===== config.mk =====
export PLATFORM = sky130hd
export DESIGN_NAME = midi_clock_tempo_median_top_flat
export DESIGN_NICKNAME = d
export VERILOG_FILES = /design/src/mctm_pkg.sv /design/src/mctm_ifs.sv /design/src/midi_clock_tempo_median_top.sv /design/src/mctm_ram.sv /design/src/mctm_select.sv /design/src/mctm_div.sv /design/src/flat_wrapper.sv
export SDC_FILE = /design/constraint.sdc
export NUM_CORES = 2
export LEC_CHECK = 0
export BUFFER_PORTS_ARGS = -buffer_cell sky130_fd_sc_hd__buf_2
export CAP_MARGIN = 20
export CORE_AREA = 2 2 500 502
export CTS_BUF_LIST = sky130_fd_sc_hd__clkbuf_8
export CTS_CLUSTER_DIAMETER = 80
export CTS_CLUSTER_SIZE = 10
export DETAILED_ROUTE_END_ITERATION = 10
export DIE_AREA = 0 0 502 504
export PLACE_DENSITY = 0.78
export SYNTH_ARGS = -nofsm -noshare
export SYNTH_HDL_FRONTEND = slang
export SYNTH_SLANG_ARGS = --single-unit

===== constraint.sdc =====
create_clock -name clk -period 20.7 [get_ports clk]
set_input_delay 0 -clock clk [delete_from_list [all_inputs] [get_ports clk]]
set_output_delay 0 -clock clk [all_outputs]
set_load 0.02 [all_outputs]

===== src/mctm_pkg.sv =====
// ----------------------------------------------------------------------------
// mctm_pkg
// Shared constants, types and helpers of the MIDI clock tempo estimator.
// ----------------------------------------------------------------------------
package mctm_pkg;

  // Window geometry.
  localparam int WINDOW_PULSES = 96;
  localparam int MIN_PULSES    = 4;
  localparam int IDX_W         = $clog2(WINDOW_PULSES);
  localparam int CNT_W         = $clog2(WINDOW_PULSES + 1);

  // Field widths.
  localparam int TIME_W = 32;
  localparam int IVL_W  = 20;
  localparam int TMO_W  = 27;
  localparam int BPM_W  = 22;
  localparam int CFG_W  = 27;
  localparam int REG_W  = 2;

  // Tempo arithmetic: bpm_milli = 60 * 1000 * 1e6 / (24 * gap_us).
  localparam logic [TIME_W-1:0] TEMPO_NUMERATOR = 32'd2500000000;
  localparam logic [BPM_W-1:0]  TEMPO_LIMIT     = 22'd2500000;

  // Register reset values.
  localparam logic [IVL_W-1:0] MIN_INT_RST = 20'd8000;
  localparam logic [IVL_W-1:0] MAX_INT_RST = 20'd100000;
  localparam logic [IVL_W-1:0] MIN_GAP_RST = 20'd1000;
  localparam logic [TMO_W-1:0] TIMEOUT_RST = 27'd2000000;

  // Command codes.
  typedef enum logic [1:0] {
    CMD_PULSE = 2'd0,
    CMD_RESET = 2'd1,
    CMD_POLL  = 2'd2,
    CMD_SPARE = 2'd3
  } cmd_t;

  // Register indexes.
  typedef enum logic [REG_W-1:0] {
    REG_MIN_INT = 2'd0,
    REG_MAX_INT = 2'd1,
    REG_MIN_GAP = 2'd2,
    REG_TIMEOUT = 2'd3
  } reg_idx_t;

  // Top level sequencer.
  typedef enum logic [1:0] {
    ST_IDLE,
    ST_SELECT,
    ST_DIVIDE
  } state_t;

  // Median selector phases.
  typedef enum logic [1:0] {
    SEL_IDLE,
    SEL_COUNT,
    SEL_BITS
  } sel_phase_t;

  typedef struct packed {
    logic             start;
    logic [IDX_W-1:0] first_slot;
    logic [CNT_W-1:0] gap_cnt;
    logic [IVL_W-1:0] min_gap;
  } sel_ctl_t;

  typedef struct packed {
    logic              done;
    logic              found;
    logic [TIME_W-1:0] median;
  } sel_stat_t;

  typedef struct packed {
    logic              start;
    logic [TIME_W-1:0] divisor;
  } div_ctl_t;

  typedef struct packed {
    logic             done;
    logic [BPM_W-1:0] quot;
  } div_stat_t;

  // Circular slot addition; both operands are below WINDOW_PULSES.
  function automatic logic [IDX_W-1:0] slot_add(input logic [IDX_W-1:0] a,
                                                 input logic [IDX_W-1:0] b);
    logic [IDX_W:0] s;
    s = {1'b0, a} + {1'b0, b};
    if (s >= (IDX_W+1)'(WINDOW_PULSES)) begin
      s = s - (IDX_W+1)'(WINDOW_PULSES);
    end
    return s[IDX_W-1:0];
  endfunction

endpackage


===== src/mctm_ifs.sv =====
// ----------------------------------------------------------------------------
// mctm_ifs
// Valid/ready channel interfaces: input items, results and register writes.
// ----------------------------------------------------------------------------
interface mctm_in_if import mctm_pkg::*; ();
  logic              valid;
  logic              ready;
  logic [1:0]        cmd;
  logic [TIME_W-1:0] time_us;

  modport source (output valid, output cmd, output time_us, input ready);
  modport sink (input valid, input cmd, input time_us, output ready);
endinterface

interface mctm_out_if import mctm_pkg::*; ();
  logic             valid;
  logic             ready;
  logic [BPM_W-1:0] bpm_milli;
  logic             present;
  logic [6:0]       pulses_held;
  logic             accepted;

  modport source (output valid, output bpm_milli, output present,
                  output pulses_held, output accepted, input ready);
  modport sink (input valid, input bpm_milli, input present,
                input pulses_held, input accepted, output ready);
endinterface

interface mctm_cfg_if import mctm_pkg::*; ();
  logic             valid;
  logic             ready;
  logic [REG_W-1:0] index;
  logic [CFG_W-1:0] data;

  modport source (output valid, output index, output data, input ready);
  modport sink (input valid, input index, input data, output ready);
endinterface


===== src/midi_clock_tempo_median_top.sv =====
// ----------------------------------------------------------------------------
// midi_clock_tempo_median_top
// MIDI clock tempo estimator: keeps the gaps of up to 96 stored pulses in a
// circular RAM and turns their upper median into thousandths of a BPM.
// ----------------------------------------------------------------------------
//
//   Channel  Dir  Contents
//   in_ch    in   cmd, time_us
//   out_ch   out  bpm_milli, present, pulses_held, accepted
//   cfg_ch   in   index, data (register writes, always ready)
//
// A poll, a reset and any rejected or stored pulse that needs no new estimate
// have their result registered at the accepting edge. A pulse that needs a new
// estimate runs the median selector, 33 passes over the held gaps at one RAM
// read per cycle, and then the divider. The input is ready only when the
// sequencer is idle and the result register is empty or being taken. Reset is
// synchronous; the gap RAM needs no clear.
//
module midi_clock_tempo_median_top import mctm_pkg::*; (
  input  logic       clk,
  input  logic       rst_n,
  mctm_in_if.sink    in_ch,
  mctm_out_if.source out_ch,
  mctm_cfg_if.sink   cfg_ch
);

  state_t            state_r, state_nxt;
  logic [IVL_W-1:0]  min_int_r, min_int_nxt;
  logic [IVL_W-1:0]  max_int_r, max_int_nxt;
  logic [IVL_W-1:0]  min_gap_r, min_gap_nxt;
  logic [TMO_W-1:0]  timeout_r, timeout_nxt;
  logic [IDX_W-1:0]  head_r, head_nxt;
  logic [CNT_W-1:0]  count_r, count_nxt;
  logic              have_prev_r, have_prev_nxt;
  logic [TIME_W-1:0] prev_time_r, prev_time_nxt;
  logic [TIME_W-1:0] newest_r, newest_nxt;
  logic [BPM_W-1:0]  bpm_r, bpm_nxt;
  logic              out_valid_r, out_valid_nxt;
  logic [BPM_W-1:0]  out_bpm_r, out_bpm_nxt;
  logic              out_pres_r, out_pres_nxt;
  logic [6:0]        out_held_r, out_held_nxt;
  logic              out_acc_r, out_acc_nxt;

  logic              in_ready;
  logic              acc;
  logic              recompute;
  logic              is_store;
  logic              full;
  logic [TIME_W-1:0] iv;
  logic [TIME_W-1:0] gap;
  logic [IDX_W-1:0]  wr_slot;
  logic              wr_en;
  logic              pres;
  logic [IDX_W-1:0]  rd_addr;
  logic [TIME_W-1:0] rd_data;
  sel_ctl_t          sel_ctl;
  sel_stat_t         sel_stat;
  div_ctl_t          div_ctl;
  div_stat_t         div_stat;

  // Gap storage, one entry per stored pulse slot.
  mctm_ram #(.WIDTH(TIME_W), .DEPTH(WINDOW_PULSES)) u_gaps (
    .clk     (clk),
    .wr_en   (wr_en),
    .wr_addr (wr_slot),
    .wr_data (gap),
    .rd_addr (rd_addr),
    .rd_data (rd_data)
  );

  mctm_select u_select (
    .clk     (clk),
    .rst_n   (rst_n),
    .ctl     (sel_ctl),
    .rd_data (rd_data),
    .rd_addr (rd_addr),
    .stat    (sel_stat)
  );

  mctm_div u_div (
    .clk   (clk),
    .rst_n (rst_n),
    .ctl   (div_ctl),
    .stat  (div_stat)
  );

  // Handshake outputs and unit starts.
  always_comb begin
    in_ready        = (state_r == ST_IDLE) && (!out_valid_r || out_ch.ready);
    acc             = in_ch.valid && in_ready;
    div_ctl.start   = (state_r == ST_SELECT) && sel_stat.done && sel_stat.found;
    div_ctl.divisor = sel_stat.median;
  end

  // Next state.
  always_comb begin
    state_nxt = state_r;
    case (state_r)
      ST_IDLE: begin
        if (acc && recompute) state_nxt = ST_SELECT;
      end
      ST_SELECT: begin
        if (sel_stat.done) state_nxt = sel_stat.found ? ST_DIVIDE : ST_IDLE;
      end
      ST_DIVIDE: begin
        if (div_stat.done) state_nxt = ST_IDLE;
      end
      default: state_nxt = ST_IDLE;
    endcase
  end

  // Window bookkeeping, configuration and result register.
  always_comb begin
    min_int_nxt   = min_int_r;
    max_int_nxt   = max_int_r;
    min_gap_nxt   = min_gap_r;
    timeout_nxt   = timeout_r;
    head_nxt      = head_r;
    count_nxt     = count_r;
    have_prev_nxt = have_prev_r;
    prev_time_nxt = prev_time_r;
    newest_nxt    = newest_r;
    bpm_nxt       = bpm_r;
    out_valid_nxt = out_valid_r;
    out_bpm_nxt   = out_bpm_r;
    out_pres_nxt  = out_pres_r;
    out_held_nxt  = out_held_r;
    out_acc_nxt   = out_acc_r;
    wr_en         = 1'b0;
    recompute     = 1'b0;

    iv       = in_ch.time_us - prev_time_r;
    gap      = in_ch.time_us - newest_r;
    full     = (count_r == CNT_W'(WINDOW_PULSES));
    wr_slot  = full ? head_r : slot_add(head_r, count_r[IDX_W-1:0]);
    is_store = (in_ch.cmd == CMD_PULSE) &&
               (!have_prev_r || ((iv > {{(TIME_W-IVL_W){1'b0}}, min_int_r}) &&
                                 (iv < {{(TIME_W-IVL_W){1'b0}}, max_int_r})));

    // Register writes.
    if (cfg_ch.valid) begin
      case (cfg_ch.index)
        REG_MIN_INT: min_int_nxt = cfg_ch.data[IVL_W-1:0];
        REG_MAX_INT: max_int_nxt = cfg_ch.data[IVL_W-1:0];
        REG_MIN_GAP: min_gap_nxt = cfg_ch.data[IVL_W-1:0];
        REG_TIMEOUT: timeout_nxt = cfg_ch.data[TMO_W-1:0];
        default: ;
      endcase
    end

    if (out_valid_r && out_ch.ready) out_valid_nxt = 1'b0;

    // Item transaction.
    if (acc) begin
      case (in_ch.cmd)
        CMD_PULSE: begin
          have_prev_nxt = 1'b1;
          prev_time_nxt = in_ch.time_us;
          if (is_store) begin
            wr_en      = 1'b1;
            newest_nxt = in_ch.time_us;
            if (full) begin
              head_nxt = slot_add(head_r, IDX_W'(1));
            end else begin
              count_nxt = count_r + CNT_W'(1);
            end
          end
        end
        CMD_RESET: begin
          count_nxt     = '0;
          head_nxt      = '0;
          bpm_nxt       = '0;
          have_prev_nxt = 1'b0;
        end
        default: ;
      endcase
      recompute = is_store && have_prev_r && (count_nxt >= CNT_W'(MIN_PULSES));
    end

    pres = (count_nxt != '0) &&
           ((in_ch.time_us - newest_nxt) < {{(TIME_W-TMO_W){1'b0}}, timeout_r});

    if (acc) begin
      out_pres_nxt = pres;
      out_held_nxt = count_nxt[6:0];
      out_acc_nxt  = is_store;
      out_bpm_nxt  = bpm_nxt;
      if (!recompute) out_valid_nxt = 1'b1;
    end

    // Estimate finished, or no gap qualified.
    if ((state_r == ST_SELECT) && sel_stat.done && !sel_stat.found) begin
      out_valid_nxt = 1'b1;
    end
    if ((state_r == ST_DIVIDE) && div_stat.done) begin
      bpm_nxt       = div_stat.quot;
      out_bpm_nxt   = div_stat.quot;
      out_valid_nxt = 1'b1;
    end

    sel_ctl.start      = acc && recompute;
    sel_ctl.first_slot = slot_add(head_nxt, IDX_W'(1));
    sel_ctl.gap_cnt    = count_nxt - CNT_W'(1);
    sel_ctl.min_gap    = min_gap_r;
  end

  always_ff @(posedge clk) begin
    if (!rst_n) begin
      state_r     <= ST_IDLE;
      min_int_r   <= MIN_INT_RST;
      max_int_r   <= MAX_INT_RST;
      min_gap_r   <= MIN_GAP_RST;
      timeout_r   <= TIMEOUT_RST;
      head_r      <= '0;
      count_r     <= '0;
      have_prev_r <= 1'b0;
      prev_time_r <= '0;
      newest_r    <= '0;
      bpm_r       <= '0;
      out_valid_r <= 1'b0;
    end else begin
      state_r     <= state_nxt;
      min_int_r   <= min_int_nxt;
      max_int_r   <= max_int_nxt;
      min_gap_r   <= min_gap_nxt;
      timeout_r   <= timeout_nxt;
      head_r      <= head_nxt;
      count_r     <= count_nxt;
      have_prev_r <= have_prev_nxt;
      prev_time_r <= prev_time_nxt;
      newest_r    <= newest_nxt;
      bpm_r       <= bpm_nxt;
      out_valid_r <= out_valid_nxt;
    end
  end

  always_ff @(posedge clk) begin
    out_bpm_r  <= out_bpm_nxt;
    out_pres_r <= out_pres_nxt;
    out_held_r <= out_held_nxt;
    out_acc_r  <= out_acc_nxt;
  end

  assign in_ch.ready        = in_ready;
  assign cfg_ch.ready       = 1'b1;
  assign out_ch.valid       = out_valid_r;
  assign out_ch.bpm_milli   = out_bpm_r;
  assign out_ch.present     = out_pres_r;
  assign out_ch.pulses_held = out_held_r;
  assign out_ch.accepted    = out_acc_r;

`ifndef SYNTHESIS
  // The window never holds more than its depth.
  a_count_bound: assert property (@(posedge clk) disable iff (!rst_n)
    count_r <= CNT_W'(WINDOW_PULSES))
    else $error("window count above depth");

  // A found median always hands over to the divider.
  a_sel_to_div: assert property (@(posedge clk) disable iff (!rst_n)
    (state_r == ST_SELECT && sel_stat.done && sel_stat.found) |=> state_r == ST_DIVIDE)
    else $error("median found but divider not started");

  // A stored pulse leaves a nonempty window in its result.
  a_acc_held: assert property (@(posedge clk) disable iff (!rst_n)
    (out_valid_r && out_acc_r) |-> out_held_r != '0)
    else $error("stored pulse reported with empty window");

  // The estimate stays within the saturation limit.
  a_bpm_limit: assert property (@(posedge clk) disable iff (!rst_n)
    bpm_r <= TEMPO_LIMIT)
    else $error("tempo estimate above limit");
`endif

endmodule


===== src/mctm_ram.sv =====
// ----------------------------------------------------------------------------
// mctm_ram
// Generic single-write, single-read RAM with registered read data.
// ----------------------------------------------------------------------------
module mctm_ram #(
  parameter int WIDTH = 32,
  parameter int DEPTH = 96
) (
  input  logic                     clk,
  input  logic                     wr_en,
  input  logic [$clog2(DEPTH)-1:0] wr_addr,
  input  logic [WIDTH-1:0]         wr_data,
  input  logic [$clog2(DEPTH)-1:0] rd_addr,
  output logic [WIDTH-1:0]         rd_data
);

  logic [WIDTH-1:0] mem [DEPTH];

  // Write port and registered read port.
  always_ff @(posedge clk) begin
    if (wr_en) begin
      mem[wr_addr] <= wr_data;
    end
    rd_data <= mem[rd_addr];
  end

endmodule


===== src/mctm_select.sv =====
// ----------------------------------------------------------------------------
// mctm_select
// Upper median of the stored gaps by radix selection: one counting pass,
// then one pass per bit from the MSB, all over the gap RAM.
// ----------------------------------------------------------------------------
module mctm_select import mctm_pkg::*; (
  input  logic              clk,
  input  logic              rst_n,
  input  sel_ctl_t          ctl,
  input  logic [TIME_W-1:0] rd_data,
  output logic [IDX_W-1:0]  rd_addr,
  output sel_stat_t         stat
);

  sel_phase_t        phase_r, phase_nxt;
  logic [IDX_W-1:0]  ptr_r, ptr_nxt;
  logic [IDX_W-1:0]  first_r, first_nxt;
  logic [CNT_W-1:0]  gap_cnt_r, gap_cnt_nxt;
  logic [CNT_W-1:0]  left_r, left_nxt;
  logic              dv_r, dv_nxt;
  logic              last_r, last_nxt;
  logic [IVL_W-1:0]  min_gap_r, min_gap_nxt;
  logic [CNT_W-1:0]  cnt_r, cnt_nxt;
  logic [CNT_W-1:0]  k_r, k_nxt;
  logic [TIME_W-1:0] prefix_r, prefix_nxt;
  logic [TIME_W-1:0] mask_r, mask_nxt;
  logic [TIME_W-1:0] bit_r, bit_nxt;
  logic              done_r, done_nxt;
  logic              found_r, found_nxt;

  logic              gap_ok;
  logic              hit;
  logic [CNT_W-1:0]  cnt_sum;
  logic              pass_end;

  // Gap qualification and the match for the current pass.
  always_comb begin
    gap_ok = (rd_data > {{(TIME_W-IVL_W){1'b0}}, min_gap_r}) && (rd_data != '0);
    if (phase_r == SEL_COUNT) begin
      hit = dv_r && gap_ok;
    end else begin
      hit = dv_r && gap_ok && (((rd_data ^ prefix_r) & mask_r) == '0)
            && ((rd_data & bit_r) == '0);
    end
    cnt_sum  = cnt_r + CNT_W'(hit);
    pass_end = dv_r && last_r;
  end

  // Phase sequencing.
  always_comb begin
    phase_nxt = phase_r;
    case (phase_r)
      SEL_IDLE: begin
        if (ctl.start) phase_nxt = SEL_COUNT;
      end
      SEL_COUNT: begin
        if (pass_end) phase_nxt = (cnt_sum == '0) ? SEL_IDLE : SEL_BITS;
      end
      SEL_BITS: begin
        if (pass_end && bit_r[0]) phase_nxt = SEL_IDLE;
      end
      default: phase_nxt = SEL_IDLE;
    endcase
  end

  // Address issue, counting and prefix building.
  always_comb begin
    ptr_nxt     = ptr_r;
    first_nxt   = first_r;
    gap_cnt_nxt = gap_cnt_r;
    left_nxt    = left_r;
    dv_nxt      = 1'b0;
    last_nxt    = 1'b0;
    min_gap_nxt = min_gap_r;
    cnt_nxt     = cnt_r;
    k_nxt       = k_r;
    prefix_nxt  = prefix_r;
    mask_nxt    = mask_r;
    bit_nxt     = bit_r;
    done_nxt    = 1'b0;
    found_nxt   = found_r;

    if (phase_r == SEL_IDLE) begin
      if (ctl.start) begin
        ptr_nxt     = ctl.first_slot;
        first_nxt   = ctl.first_slot;
        gap_cnt_nxt = ctl.gap_cnt;
        left_nxt    = ctl.gap_cnt;
        min_gap_nxt = ctl.min_gap;
        cnt_nxt     = '0;
      end
    end else begin
      // One RAM read per cycle while the pass has entries left.
      if (left_r != '0) begin
        ptr_nxt  = slot_add(ptr_r, IDX_W'(1));
        left_nxt = left_r - CNT_W'(1);
        dv_nxt   = 1'b1;
        last_nxt = (left_r == CNT_W'(1));
      end
      cnt_nxt = cnt_sum;
      if (pass_end) begin
        ptr_nxt  = first_r;
        left_nxt = gap_cnt_r;
        cnt_nxt  = '0;
        if (phase_r == SEL_COUNT) begin
          k_nxt      = cnt_sum >> 1;
          prefix_nxt = '0;
          mask_nxt   = '0;
          bit_nxt    = {1'b1, {(TIME_W-1){1'b0}}};
          if (cnt_sum == '0) begin
            done_nxt  = 1'b1;
            found_nxt = 1'b0;
          end
        end else begin
          if (k_r >= cnt_sum) begin
            prefix_nxt = prefix_r | bit_r;
            k_nxt      = k_r - cnt_sum;
          end
          mask_nxt = {1'b1, mask_r[TIME_W-1:1]};
          bit_nxt  = bit_r >> 1;
          if (bit_r[0]) begin
            done_nxt  = 1'b1;
            found_nxt = 1'b1;
          end
        end
      end
    end
  end

  always_ff @(posedge clk) begin
    if (!rst_n) begin
      phase_r <= SEL_IDLE;
      left_r  <= '0;
      dv_r    <= 1'b0;
      last_r  <= 1'b0;
      done_r  <= 1'b0;
      found_r <= 1'b0;
    end else begin
      phase_r <= phase_nxt;
      left_r  <= left_nxt;
      dv_r    <= dv_nxt;
      last_r  <= last_nxt;
      done_r  <= done_nxt;
      found_r <= found_nxt;
    end
  end

  always_ff @(posedge clk) begin
    ptr_r     <= ptr_nxt;
    first_r   <= first_nxt;
    gap_cnt_r <= gap_cnt_nxt;
    min_gap_r <= min_gap_nxt;
    cnt_r     <= cnt_nxt;
    k_r       <= k_nxt;
    prefix_r  <= prefix_nxt;
    mask_r    <= mask_nxt;
    bit_r     <= bit_nxt;
  end

  assign rd_addr     = ptr_r;
  assign stat.done   = done_r;
  assign stat.found  = found_r;
  assign stat.median = prefix_r;

endmodule


===== src/mctm_div.sv =====
// ----------------------------------------------------------------------------
// mctm_div
// Restoring divider, one quotient bit per cycle: tempo numerator / median
// gap, saturated to the tempo limit.
// ----------------------------------------------------------------------------
module mctm_div import mctm_pkg::*; (
  input  logic      clk,
  input  logic      rst_n,
  input  div_ctl_t  ctl,
  output div_stat_t stat
);

  localparam int STEP_W = $clog2(TIME_W);

  logic              busy_r, busy_nxt;
  logic [STEP_W-1:0] step_r, step_nxt;
  logic [TIME_W-1:0] rem_r, rem_nxt;
  logic [TIME_W-1:0] num_r, num_nxt;
  logic [TIME_W-1:0] quo_r, quo_nxt;
  logic [TIME_W-1:0] dvs_r, dvs_nxt;
  logic              done_r, done_nxt;
  logic [BPM_W-1:0]  res_r, res_nxt;

  logic [TIME_W:0]   trial;
  logic              take;

  // One shift-and-subtract step.
  always_comb begin
    trial    = {rem_r, num_r[TIME_W-1]};
    take     = trial >= {1'b0, dvs_r};
    busy_nxt = busy_r;
    step_nxt = step_r;
    rem_nxt  = rem_r;
    num_nxt  = num_r;
    quo_nxt  = quo_r;
    dvs_nxt  = dvs_r;
    done_nxt = 1'b0;
    res_nxt  = res_r;
    if (!busy_r) begin
      if (ctl.start) begin
        busy_nxt = 1'b1;
        step_nxt = '0;
        rem_nxt  = '0;
        num_nxt  = TEMPO_NUMERATOR;
        dvs_nxt  = ctl.divisor;
      end
    end else begin
      rem_nxt  = take ? TIME_W'(trial - {1'b0, dvs_r}) : trial[TIME_W-1:0];
      num_nxt  = {num_r[TIME_W-2:0], 1'b0};
      quo_nxt  = {quo_r[TIME_W-2:0], take};
      step_nxt = step_r + STEP_W'(1);
      if (step_r == STEP_W'(TIME_W - 1)) begin
        busy_nxt = 1'b0;
        done_nxt = 1'b1;
        res_nxt  = (quo_nxt > {{(TIME_W-BPM_W){1'b0}}, TEMPO_LIMIT}) ?
                   TEMPO_LIMIT : quo_nxt[BPM_W-1:0];
      end
    end
  end

  always_ff @(posedge clk) begin
    if (!rst_n) begin
      busy_r <= 1'b0;
      done_r <= 1'b0;
    end else begin
      busy_r <= busy_nxt;
      done_r <= done_nxt;
    end
  end

  always_ff @(posedge clk) begin
    step_r <= step_nxt;
    rem_r  <= rem_nxt;
    num_r  <= num_nxt;
    quo_r  <= quo_nxt;
    dvs_r  <= dvs_nxt;
    res_r  <= res_nxt;
  end

  assign stat.done = done_r;
  assign stat.quot = res_r;

endmodule

===== src/flat_wrapper.sv =====
// flat-port wrapper written by rule: the top's interface ports become plain ports
module midi_clock_tempo_median_top_flat import mctm_pkg::*;
  (clk, rst_n, in_ch_valid, in_ch_cmd, in_ch_time_us, in_ch_ready, out_ch_valid, out_ch_bpm_milli, out_ch_present, out_ch_pulses_held, out_ch_accepted, out_ch_ready, cfg_ch_valid, cfg_ch_index, cfg_ch_data, cfg_ch_ready);
  mctm_in_if in_ch_i ();
  mctm_out_if out_ch_i ();
  mctm_cfg_if cfg_ch_i ();
  input  logic clk;
  input  logic rst_n;
  input wire logic [$bits(in_ch_i.valid)-1:0] in_ch_valid;
  input wire logic [$bits(in_ch_i.cmd)-1:0] in_ch_cmd;
  input wire logic [$bits(in_ch_i.time_us)-1:0] in_ch_time_us;
  output wire logic [$bits(in_ch_i.ready)-1:0] in_ch_ready;
  output wire logic [$bits(out_ch_i.valid)-1:0] out_ch_valid;
  output wire logic [$bits(out_ch_i.bpm_milli)-1:0] out_ch_bpm_milli;
  output wire logic [$bits(out_ch_i.present)-1:0] out_ch_present;
  output wire logic [$bits(out_ch_i.pulses_held)-1:0] out_ch_pulses_held;
  output wire logic [$bits(out_ch_i.accepted)-1:0] out_ch_accepted;
  input wire logic [$bits(out_ch_i.ready)-1:0] out_ch_ready;
  input wire logic [$bits(cfg_ch_i.valid)-1:0] cfg_ch_valid;
  input wire logic [$bits(cfg_ch_i.index)-1:0] cfg_ch_index;
  input wire logic [$bits(cfg_ch_i.data)-1:0] cfg_ch_data;
  output wire logic [$bits(cfg_ch_i.ready)-1:0] cfg_ch_ready;
  assign in_ch_i.valid = in_ch_valid;
  assign in_ch_i.cmd = in_ch_cmd;
  assign in_ch_i.time_us = in_ch_time_us;
  assign in_ch_ready = in_ch_i.ready;
  assign out_ch_valid = out_ch_i.valid;
  assign out_ch_bpm_milli = out_ch_i.bpm_milli;
  assign out_ch_present = out_ch_i.present;
  assign out_ch_pulses_held = out_ch_i.pulses_held;
  assign out_ch_accepted = out_ch_i.accepted;
  assign out_ch_i.ready = out_ch_ready;
  assign cfg_ch_i.valid = cfg_ch_valid;
  assign cfg_ch_i.index = cfg_ch_index;
  assign cfg_ch_i.data = cfg_ch_data;
  assign cfg_ch_ready = cfg_ch_i.ready;
  midi_clock_tempo_median_top u_core (.clk(clk), .rst_n(rst_n), .in_ch(in_ch_i), .out_ch(out_ch_i), .cfg_ch(cfg_ch_i));
endmodule

==> metrics.txt <==
# TYPE chip_impl_metric gauge
chip_impl_metric{name="clkSinkCount",unit=""} 3638
chip_impl_metric{name="cts.clk_slew.worst_paths",unit="ns"} 0.09
chip_impl_metric{name="worstRegToRegCells",unit=""} 43
chip_impl_metric{name="setup_viol",unit=""} 0
chip_impl_info{name="worstSetupEndpointType",value="register"} 1
chip_impl_metric{name="post_synth.cell_area_avg",unit="sq um"} 18.9
chip_impl_metric{name="yosys_register_bits",unit=""} 3638
chip_impl_metric{name="port_buffers",unit=""} 100
chip_impl_info{name="outcome",value="finished clean"} 1
chip_impl_metric{name="initial_drt_markers",unit=""} 10700
chip_impl_metric{name="clkPwrFrac",unit="%"} 31.8
chip_impl_info{name="cp_max_delay_cell",value="sky130_fd_sc_hd__o41ai_4"} 1
chip_impl_metric{name="die_h",unit="um"} 504
chip_impl_metric{name="initial_utilization",unit="%"} 59.7
chip_impl_info{name="class_of_the_most_critical_setup_path",value="register to register"} 1
chip_impl_metric{name="number_of_global_route_vias_before_repair",unit=""} 78100
chip_impl_metric{name="fillCellCount",unit=""} 15700
chip_impl_metric{name="total_switching_power",unit="mW"} 2.93
chip_impl_metric{name="skew",unit="ns"} 0.0778
chip_impl_metric{name="synth.lib_cells_used.distinct",unit=""} 99
chip_impl_metric{name="synth_fp_nets",unit=""} 8114
chip_impl_info{name="cp-start-kind",value="register"} 1
chip_impl_metric{name="grt_util_met1",unit="%"} 40.2
chip_impl_info{name="r2r-end",value="u_core.out_ch.present$_DFFE_PP_"} 1
chip_impl_metric{name="max_stage_delay",unit="ns"} 0.55
chip_impl_info{name="grt_setup_unrepaired",value="no"} 1
chip_impl_metric{name="area_growth",unit="%"} 9.86
chip_impl_metric{name="grt_antenna_before_repair",unit=""} 21
chip_impl_info{name="root_buffer_master",value="sky130_fd_sc_hd__clkbuf_8"} 1
chip_impl_metric{name="rrSetupSlack",unit="ns"} 9.96
chip_impl_metric{name="detail_route.drc_violations",unit=""} 0
chip_impl_metric{name="floorplan.die_area",unit="sq um"} 253000
chip_impl_metric{name="synth_enable_flop_cells",unit=""} 3400
chip_impl_info{name="hold_start",value="in_ch_cmd[0]"} 1
chip_impl_metric{name="worst_ir_drop_vdd",unit="uV"} 74.8
chip_impl_metric{name="routabilityCongestion",unit=""} 0.889
chip_impl_info{name="cts_tree",value="yes"} 1
chip_impl_metric{name="ys_seq_area_share",unit="%"} 72.4
chip_impl_metric{name="worstHoldPathCells",unit=""} 5
chip_impl_metric{name="detailed_routing_iteration_count_for_the_pre_antenna_repair_pass",unit=""} 8
chip_impl_metric{name="grt_first_pass_wirelength",unit="um"} 533000
chip_impl_metric{name="final.period_utilization",unit="%"} 51.9
chip_impl_metric{name="asyncSetResetFlopFracSynth",unit="%"} 0
chip_impl_metric{name="critical_path.max_fanout",unit=""} 17
chip_impl_metric{name="cts_hold_buf",unit=""} 202
chip_impl_metric{name="nNetsFinal",unit=""} 8685
chip_impl_metric{name="htree_num_levels",unit=""} 5
chip_impl_info{name="grt_busiest_layer",value="met2"} 1
chip_impl_metric{name="gr-usage-met2",unit="%"} 47.2
chip_impl_metric{name="ios",unit=""} 102
chip_impl_metric{name="power-per-cell-area",unit="nW/um^2"} 81.6
chip_impl_metric{name="cts.path.max_buffers",unit=""} 4
chip_impl_metric{name="post_route_cells_drive_above_1_share",unit="%"} 22.8
chip_impl_metric{name="num_rows",unit=""} 183
chip_impl_metric{name="critical_path_required",unit="ns"} 21.61
chip_impl_info{name="mostFrequentLayoutCell",value="sky130_fd_sc_hd__edfxtp_1"} 1
chip_impl_info{name="layout.cells.most_common_list",value="sky130_fd_sc_hd__edfxtp_1, sky130_fd_sc_hd__mux4_2, sky130_fd_sc_hd__clkbuf_8, sky130_fd_sc_hd__nand2_1, sky130_fd_sc_hd__nor2_1"} 1
chip_impl_metric{name="report.power.total",unit="mW"} 13.2
chip_impl_metric{name="seq_power_share",unit="%"} 62.6
chip_impl_metric{name="finalWorstPathRequiredPeriod",unit="ns"} 10.74
chip_impl_metric{name="maxClockFrequency",unit="GHz"} 0.0931
chip_impl_info{name="min_delay_worst_endpoint",value="u_core.head_r[3]$_SDFF_PN0_"} 1
chip_impl_info{name="critical_path.most_common_cell",value="sky130_fd_sc_hd__ha_1"} 1
chip_impl_metric{name="post_synth_instance_area",unit="sq um"} 148000
chip_impl_metric{name="num_vias",unit=""} 78600
chip_impl_metric{name="synth_cells",unit=""} 7799
chip_impl_metric{name="power.share.combinational",unit="%"} 5.5
chip_impl_metric{name="gr-usage-all-layers",unit="%"} 29.2
chip_impl_info{name="crit-reg2reg-launch",value="u_core.prev_time_r[2]$_SDFFE_PN0P_"} 1
chip_impl_info{name="worst_min_path_class",value="primary input to register"} 1
chip_impl_metric{name="multi_input_area",unit="sq um"} 39600
chip_impl_metric{name="timing_hold_violations_final",unit=""} 0
chip_impl_metric{name="clkLatencyLatePin",unit="ns"} 1.13
chip_impl_metric{name="crit_arrival",unit="ns"} 11.65
chip_impl_metric{name="ff_latch_area",unit="sq um"} 107000
chip_impl_metric{name="met3_usage",unit="%"} 5.60
chip_impl_metric{name="ant_nets",unit=""} 0
chip_impl_metric{name="fin_tns_setup",unit="ns"} 0
chip_impl_metric{name="slew_at_the_pin_closest_to_its_max_slew_limit",unit="ns"} 1.23
chip_impl_metric{name="switching_share",unit="%"} 22.1
chip_impl_metric{name="design.core.area",unit="sq um"} 248000
chip_impl_metric{name="dieWidth",unit="um"} 502
chip_impl_info{name="dominantRegCellSynth",value="sky130_fd_sc_hd__edfxtp_1"} 1
chip_impl_metric{name="drt-total-wl",unit="um"} 371000
chip_impl_metric{name="max-cap-violations",unit=""} 0
chip_impl_metric{name="wire_per_inst",unit="um"} 31.4
chip_impl_metric{name="numCtsBuffers",unit=""} 416
chip_impl_metric{name="maxSlewHeadroom",unit="%"} 18.1
chip_impl_metric{name="residual_overflow_from_global_routing",unit=""} 0
chip_impl_metric{name="grt_max_degree",unit=""} 97
chip_impl_metric{name="place_hpwl",unit="um"} 209000
chip_impl_metric{name="design_internal_power",unit="mW"} 10.3
chip_impl_metric{name="synth-warning-count",unit=""} 0
chip_impl_metric{name="slew_viol_final",unit=""} 0
chip_impl_metric{name="leakage",unit="nW"} 52.3
chip_impl_metric{name="detail_route.vias_per_cell",unit=""} 6.65
chip_impl_metric{name="cts_setup_buffers",unit=""} 0
chip_impl_metric{name="cts_resized",unit=""} 0
-- worst max-delay path, delay by kind of cell, from the launching register on --
family,cells,cell delay [ns]
buf+inv,2,0.11
xor+xnor,2,0.36
simple gates,12,2.78
flops,1,0.34
mux,1,0.21
compound gates,21,5.19
fa+ha+maj,5,1.52
-- final cells by class --
cell class                      count  area share (%)
Clock inverter                     95           0.268
Inverter                          249           0.578
Clock buffer                      424            3.60
Sequential cell                  3638            65.9
Antenna cell                       19          0.0293
Tap cell                         3330            2.57
Multi-Input combinational cell   3556            24.4
Timing Repair Buffer              509            2.67
-- state kept, by name, summed over array words and instances (netlist names), 20 cells and up --
register                   count
u_core.u_gaps.rd_data         32
u_core.u_div.res_r            22
u_core.u_div.rem_r            32
u_core.u_select.prefix_r      32
u_core.u_select.bit_r         32
u_core.u_select.min_gap_r     20
u_core.u_div.num_r            24
u_core.u_select.mask_r        32
u_core.u_div.dvs_r            32
u_core.u_div.quo_r            31
u_core.prev_time_r            32
u_core.timeout_r              27
u_core.min_gap_r              20
u_core.bpm_r                  22
u_core.max_int_r              20
u_core.out_ch.bpm_milli       22
u_core.min_int_r              20
u_core.u_gaps.mem           3072
u_core.newest_r               32
-- worst max path at each step --
stage | start | end | slack, ns | cells after the start
2_1_floorplan | u_core.prev_time_r[2]$_SDFFE_PN0P_ | u_core.out_ch.present$_DFFE_PP_ | 11.22 | 45
3_3_place_gp | u_core.prev_time_r[2]$_SDFFE_PN0P_ | u_core.out_ch.present$_DFFE_PP_ | 10.05 | 43
3_5_place_dp | u_core.prev_time_r[2]$_SDFFE_PN0P_ | u_core.out_ch.present$_DFFE_PP_ | 9.99 | 43
4_1_cts | u_core.prev_time_r[2]$_SDFFE_PN0P_ | u_core.out_ch.present$_DFFE_PP_ | 9.93 | 43
5_1_grt | u_core.prev_time_r[2]$_SDFFE_PN0P_ | u_core.out_ch.present$_DFFE_PP_ | 9.19 | 39
6_report | u_core.prev_time_r[2]$_SDFFE_PN0P_ | u_core.out_ch.present$_DFFE_PP_ | 9.96 | 43
-- metal layers --
layer	wire length, um	share of wire, %
met1	136000	37
met2	182000	49
met4	15100	4.1
met5	147	0.040
met3	37800	10
-- power groups by stage --
stage / clock network [mW] / logic (mW) / registers, mW
final: 4.21 / 0.732 / 8.29
after global placement: 0 / 0.639 / 8.45
after detailed placement: 0 / 0.679 / 8.46
after global routing: 4.52 / 0.787 / 8.29
after floorplan: 0 / 0.357 / 8.49
after CTS: 4.27 / 0.709 / 8.29
-- cells in the mapped netlist, types with 15 or more instances --
cell	count	area share (%)
sky130_fd_sc_hd__a22oi_1	27	0.14
sky130_fd_sc_hd__o211ai_1	39	0.20
sky130_fd_sc_hd__and2_1	125	0.53
sky130_fd_sc_hd__xor2_1	77	0.46
sky130_fd_sc_hd__nand2_1	406	1.0
sky130_fd_sc_hd__nand4_1	38	0.16
sky130_fd_sc_hd__buf_1	81	0.21
sky130_fd_sc_hd__inv_1	245	0.62
sky130_fd_sc_hd__and3_1	21	0.089
sky130_fd_sc_hd__dfxtp_1	238	3.2
sky130_fd_sc_hd__clkbuf_1	261	0.66
sky130_fd_sc_hd__a21oi_1	310	1.1
sky130_fd_sc_hd__o21ai_0	116	0.39
sky130_fd_sc_hd__nand2b_1	41	0.17
sky130_fd_sc_hd__nor2_1	454	1.2
sky130_fd_sc_hd__mux2i_1	74	0.50
sky130_fd_sc_hd__edfxtp_1	3400	69
sky130_fd_sc_hd__nor3_1	37	0.13
sky130_fd_sc_hd__nor2b_1	34	0.14
sky130_fd_sc_hd__mux4_2	986	15
sky130_fd_sc_hd__o21a_1	24	0.12
sky130_fd_sc_hd__a21o_1	60	0.31
sky130_fd_sc_hd__nand3_1	69	0.23
sky130_fd_sc_hd__a31oi_1	15	0.064
sky130_fd_sc_hd__nor4_1	21	0.089
sky130_fd_sc_hd__ha_1	241	2.0
sky130_fd_sc_hd__a211oi_1	31	0.16
sky130_fd_sc_hd__xnor2_1	89	0.53
-- cell families after synthesis --
logic type / Yosys count / share of synthesized area, %
AO/OA/AOI/OAI: 758 / 3.25
XOR/XNOR: 166 / 0.985
adder cells (fa/ha/maj): 247 / 2.12
buffers and inverters: 605 / 1.56
flip-flops: 3638 / 72.4
multiplexers: 1072 / 15.6
other: 1 / 0.00254
AND/OR/NAND/NOR: 1312 / 4.09
-- metrics by stage --
stage / util (%) / cells / setup WS, ns / cell area [sq um] / hold WS [ns]
finish: 65.5 / 11800 / 9.96 / 162000 / 0.112
floorplan: - / 7799 / 11.22 / 148000 / 0.124
global route: 65.5 / 11800 / 9.19 / 162000 / 0.104
global placement: 62.1 / 11100 / 10.05 / 154000 / 0.269
detailed placement: 62.1 / 11100 / 9.99 / 154000 / 0.269
CTS: 65.4 / 11800 / 9.93 / 162000 / 0.0126
Power figures use the tool's default switching activity.
